--- src/design/spq_pkg.sv ---
// shared types and constants of the stable priority queue
package spq_pkg;

    localparam int FUNC_W      = 2;
    localparam int STATUS_W    = 2;
    localparam int CFG_W       = 8;
    localparam int COUNT_OUT_W = 8;

    localparam logic [CFG_W-1:0] CAP_RESET = 8'd100;

    typedef enum logic [FUNC_W-1:0] {
        FUNC_ENQ = 2'd0,
        FUNC_DEQ = 2'd1,
        FUNC_CLR = 2'd2
    } t_func;

    typedef enum logic [STATUS_W-1:0] {
        ST_OK    = 2'd0,
        ST_FULL  = 2'd1,
        ST_EMPTY = 2'd2
    } t_status;

    // per-cycle command broadcast to every cell
    typedef struct packed {
        logic enq;
        logic deq;
    } t_cell_ctl;

endpackage

--- src/design/spq_cell.sv ---
// one slot of the sorted shift chain: holds an item and its priority
module spq_cell #(
    parameter int ITEM_BITS = 8,
    parameter int PRIO_BITS = 16
) (
    input  logic                        i_clk,
    input  spq_pkg::t_cell_ctl          i_ctl,
    input  logic                        i_occ,
    input  logic [ITEM_BITS-1:0]        i_new_item,
    input  logic signed [PRIO_BITS-1:0] i_new_prio,
    input  logic                        i_left_shift,
    input  logic [ITEM_BITS-1:0]        i_left_item,
    input  logic signed [PRIO_BITS-1:0] i_left_prio,
    input  logic [ITEM_BITS-1:0]        i_right_item,
    input  logic signed [PRIO_BITS-1:0] i_right_prio,
    output logic                        o_shift,
    output logic [ITEM_BITS-1:0]        o_item,
    output logic signed [PRIO_BITS-1:0] o_prio,
    output logic [ITEM_BITS-1:0]        o_n_item,
    output logic signed [PRIO_BITS-1:0] o_n_prio
);

    logic [ITEM_BITS-1:0]        r_item;
    logic signed [PRIO_BITS-1:0] r_prio;
    logic [ITEM_BITS-1:0]        n_item;
    logic signed [PRIO_BITS-1:0] n_prio;

    // this slot is at or behind the insert point; equal priorities stay ahead
    assign o_shift = !(i_occ && (r_prio <= i_new_prio));

    always_comb begin
        n_item = r_item;
        n_prio = r_prio;
        if (i_ctl.enq) begin
            if (o_shift) begin
                if (i_left_shift) begin
                    n_item = i_left_item;
                    n_prio = i_left_prio;
                end else begin
                    n_item = i_new_item;
                    n_prio = i_new_prio;
                end
            end
        end else if (i_ctl.deq) begin
            n_item = i_right_item;
            n_prio = i_right_prio;
        end
    end

    always_ff @(posedge i_clk) begin
        r_item <= n_item;
        r_prio <= n_prio;
    end

    assign o_item   = r_item;
    assign o_prio   = r_prio;
    assign o_n_item = n_item;
    assign o_n_prio = n_prio;

endmodule

--- config.mk ---
export PLATFORM = sky130hd
export DESIGN_NAME = spq_cell
export DESIGN_NICKNAME = d
export VERILOG_FILES = /design/src/design/spq_pkg.sv /design/src/design/spq_cell.sv
export SDC_FILE = /design/constraint.sdc
export NUM_CORES = 1
export LEC_CHECK = 0
export ABC_AREA = 0
export BUFFER_PORTS_ARGS = -buffer_cell sky130_fd_sc_hd__buf_2
export CORE_MARGIN = 8
export CORE_UTILIZATION = 37
export DETAILED_ROUTE_END_ITERATION = 8
export HOLD_SLACK_MARGIN = 0.03
export PLACE_DENSITY = 0.76
export SYNTH_ARGS = -nofsm -noshare
export SYNTH_HDL_FRONTEND = slang
export SYNTH_SLANG_ARGS = --single-unit
--- constraint.sdc ---
create_clock -name i_clk -period 2.3 [get_ports i_clk]
set_clock_uncertainty 0.1 [all_clocks]
set_input_delay 0 -clock i_clk [delete_from_list [all_inputs] [get_ports i_clk]]
set_output_delay 0 -clock i_clk [all_outputs]
set_load 0.02 [all_outputs]
# Yosys cells after proc, flatten, opt, wreduce, memory -nomap -nowiden
# Index checks and enable logic that the tools add are counted.
dict set report totals {
  mem_count 0
  latchBits 0
  elab_cells 13
  romBits 0
  input_bits 77
  ram_bits 0
  reg_bits 24
  output_inout_bits 49
}
dict set report op_classes {
  n_mul 0
  eq_ne 0
  shift 0
  n_lt_le_gt_ge 1
  mux 8
  bitwise_logic 0
  div 0
  n_addsub 0
  reduce_logical 2
}
# op n
set op_table {}
lappend op_table {{2-to-1 mux 16 bit} 4}
lappend op_table {{2-to-1 mux 8 bit} 4}
lappend op_table {{less-or-equal comparator 16 bit} 1}
lappend op_table {{logical AND 1 bit} 1}
lappend op_table {{logical NOT 1 bit} 1}

# Depth between registers and ports, before layout
dict set report depth {
  word_depth 4
  ltp_mapped 10
  mapped_depth_nobuf 8
}

# Worst setup path before layout
# No wires, ideal clock.
dict set report synth_path {
  kind {reg-to-reg}
  start {register r_prio[15] (netlist: o_prio[15])}
  end {register r_item[6] (netlist: o_item[6])}
  path_buffers 1
  period_less_slack_ps 2874
  required_ps 2012
  setup_slack_ps -574
  setup_ps 188
  arrival_ps 2586
  path_stages_with_launch 9
  path_cell_list {dfxtp_1 > ha_1 > nand4_1 > nor3_2 > o22ai_1 > or4b_4 > and3_4 > buf_6 > a221oi_1}
}
dict set report synth_between {
  elab_chain_cells 4
}
# item line_no
set synth_lines {}
lappend synth_lines {{start: declaration} spq_cell.sv:24} ;# logic signed [PRIO_BITS-1:0] r_prio;
lappend synth_lines {{start signal: assignment} spq_cell.sv:52} ;# r_prio <= n_prio;
lappend synth_lines {{less-or-equal comparator 16 bit} spq_cell.sv:29} ;# assign o_shift = !(i_occ && (r_prio <= i_new_prio));
lappend synth_lines {{logical AND 1 bit} spq_cell.sv:29}
lappend synth_lines {{2-to-1 mux 8 bit} spq_cell.sv:35} ;# if (o_shift) begin
lappend synth_lines {{2-to-1 mux 8 bit} spq_cell.sv:34} ;# if (i_ctl.enq) begin
lappend synth_lines {{via o_n_item[6]} spq_cell.sv:19} ;# output logic [ITEM_BITS-1:0] o_n_item,
lappend synth_lines {{end signal: assignment} spq_cell.sv:51} ;# r_item <= n_item;
lappend synth_lines {{end: declaration} spq_cell.sv:23} ;# logic [ITEM_BITS-1:0] r_item;
# The timed path passes the listed nets, and every way through them passes these cells.

# Worst setup path in the final report
dict set report layout_path {
  start {register r_prio[13] (netlist: o_prio[13])}
  end {output port o_n_item[6]}
}
dict set report layout_between {
  elab_chain_cells 4
}
# item line_no
set layout_lines {}
lappend layout_lines {{less-or-equal comparator 16 bit} spq_cell.sv:29}
lappend layout_lines {{logical AND 1 bit} spq_cell.sv:29}
lappend layout_lines {{2-to-1 mux 8 bit} spq_cell.sv:35}
lappend layout_lines {{2-to-1 mux 8 bit} spq_cell.sv:34}
lappend layout_lines {{end: declaration} spq_cell.sv:19}
# Every way passes these cells.

==> reports/metrics.yaml <==
yosys:
  async_flop_share: 0
  yosysSeqAreaShare: 0.267
  synth.distinct_cells: 35
  syn-mean-instance-area_um2: 10.3
  synthCells: 174
  netlist_area_um2: 1800
  synth_edf_count: 0
  yosys_warnings: 0
  synth-seq-cells: 24
  synth_ff_type: "dfxtp_1"
  syn_nets: 267
route:
  vias: 2247
  wl_mm: 8.38
  dr.pass1.iters: 4
  vias_per_cell: 5.02
  ant_nets: 0
  first_iter_violations: 64
  post-route-drc-count: 0
  wl_per_cell_um: 18.7
hold_path:
  hold_path_end: "o_prio[9]"
  hold_path_depth: 3
  hp-start: "i_new_prio[9]"
  hold_class: "in2reg"
critical_path:
  crit_family: "simple AND/OR/NAND/NOR gates"
  r2r_slack_ns: -0.34
  critPathLaunchType: "flip-flop"
  ff2ff_path_depth: 11
  r2r_end: "o_item[5]"
  crit_path_max_fanout: 4
  critPathSlowestCell: "or4b_4"
  r2r_start: "o_prio[13]"
  crit_arrival_ns: 2.72
  end_kind: "output port"
  critPathKind: "reg2out"
  worst-path-buf-inv: 2
  crit_chain: "ha_4, nand4_1, nor3_2, o22ai_2, or4b_4, and3_4, buf_12, a221oi_4, buf_6"
  cpPeakStageDelay_ns: 0.49
  worstPathRequired_ns: 2.20
layout:
  drive_gt1_frac: 0.557
  fin_area_um2: 3870
  layout_common_cells: "buf_2 (108), dlygate4sd3_1 (59), mux2i_1 (45)"
  mostFrequentLayoutCell: "buf_2"
  syn2layout_area_growth_pct: 115
  final_core_util: 0.826
  finalNetCount: 487
grt:
  overflow: 0
  grt_pass1_wl_mm: 12.4
  grt_pass1_vias: 2587
  grt_usage: 0.211
  busiest_layer: "met2"
  use_met2: 0.430
  met3_usage: 0.0430
  antenna_found_initial: 1
  grt_max_degree: 18
  gr-usage-met1: 0.195
placed_design:
  dp_hpwl_mm: 5.22
  io_buffers: 125
  place.gp.congestion: 0.748
  dpl-instance-area_um2: 2970
job:
  cap_viol_max_count: 0
clocking:
  insertion_delay_ns: 0.27
  htreeDepth: 1
  clock-sinks: 24
  path_clk_slew_ns: 0.10
  tritoncts: "yes"
  cts_buffers: 3
  root_buffer: "clkbuf_8"
  clock_path_buffers: 2
die:
  initial_utilization: 0.383
  dieWidth_um: 85.7
  die_area_um2: 7350
  die_h_um: 85.7
  coreArea_um2: 4690
  rows: 25
  ios: 126
sta:
  worst_slack_ns: -0.521
  rsz0062_at_grt: "true"
  setup_viol: 49
  hold_viol: 0
  drv_slew: 0
  relSlewSlack: 0.621
  tightestPinTransition_ns: 0.568
  finalCritPeriodShare: 1.23
  period_needed_ns: 2.82
  fmax_mhz: 354
power_and_ir_drop:
  power.leakage_uw: 0.00187
  powerDensity_nw_per_um2: 691
  peakVddDrop_v: 0.000379
status:
  status: "complete, but fails checks"
  violations: "negative setup slack"
cell usage after synthesis, drive strengths merged (2+ instances only):
cell | n | area [um2]
a21oi | 2 | 10.0
nand2 | 4 | 15.0
a211oi | 2 | 15.0
a221oi | 2 | 17.5
nand4 | 4 | 25.0
and3 | 2 | 18.8
ha | 16 | 200
dfxtp | 24 | 480
buf | 6 | 86.3
inv | 17 | 63.8
mux2i | 66 | 661
nor2 | 7 | 26.3
nor2b | 3 | 18.8
o211ai | 2 | 15.0
tightest hold or removal path, stage by stage:
cell and delay, ns:
buf_2 0.09, mux2i_1 0.09, mux2i_4 0.17
final cells by class:
type | instances | area [um2]
multi-input combinational | 124 | 1520
inverter | 17 | 63.8
clock buffer | 4 | 66.3
antenna | 1 | 2.50
tap | 54 | 67.6
fill | 283 | 818
timing repair buffer | 224 | 1650
sequential | 24 | 502
registers in the layout, indices dropped and copies added (netlist names):
signal  flops
o_prio     16
o_item      8
worst max-delay path by stage:
stage / startpoint / endpoint / slack [ns] / depth (start not counted)
6_report: o_prio[13] / o_n_item[6] / -0.52 / 9
5_1_grt: o_prio[13] / o_n_item[6] / -0.62 / 9
4_1_cts: o_prio[15] / o_n_item[6] / -0.41 / 9
3_5_place_dp: o_prio[5] / o_n_prio[7] / -0.17 / 9
3_3_place_gp: o_prio[15] / o_n_item[6] / -0.15 / 9
2_1_floorplan: o_prio[1] / o_prio[11] / -0.14 / 9
what timing repair did:
item	CTS	global route
setup buffers	7	3
setup endpoints to repair	47	49
resized for setup	26	13
cloned	0	1
hold buffers	59	0
pin swaps	1	5
hold endpoints to repair	21	0
routing by layer:
| metal | share of wire | routed length [um] |
|---|---|---|
| met5 | 0 | 0 |
| met4 | 0.032 | 272 |
| met3 | 0.052 | 437 |
| met2 | 0.57 | 4750 |
| met1 | 0.35 | 2920 |
report_power, final:
group | total [uW] | switching [uW] | internal, uW
combinational | 1730 | 854 | 877
sequential | 602 | 69.6 | 533
clock | 344 | 155 | 189
total | 2680 | 1080 | 1600
kinds of logic (layout without fill, tap and decap cells):
group | Yosys count | count (layout) | synth area share
AO/OA/AOI/OAI | 15 | 15 | 0.0599
adder cells (fa/ha/maj) | 16 | 16 | 0.111
buffers and inverters | 26 | 245 | 0.104
flip-flops | 24 | 24 | 0.267
multiplexers | 66 | 66 | 0.367
other | 0 | 1 | 0
AND/OR/NAND/NOR | 27 | 27 | 0.0905
stage by stage:
stage | hold slack, ns | cells | setup slack [ns] | setup TNS, ns | power [uW]
after detailed placement | 0.199 | 373 | -0.173 | -3.31 | 2010
after global placement | 0.181 | 373 | -0.147 | -4.06 | 1990
after global routing | 0.0481 | 448 | -0.623 | -18.90 | 2810
after CTS | 0.0314 | 443 | -0.405 | -10.09 | 2550
final | 0.0248 | 448 | -0.521 | -14.54 | 2680
after floorplan | 0.138 | 174 | -0.140 | -3.53 | 1530
Note: power is estimated with default switching activity, not from simulation.
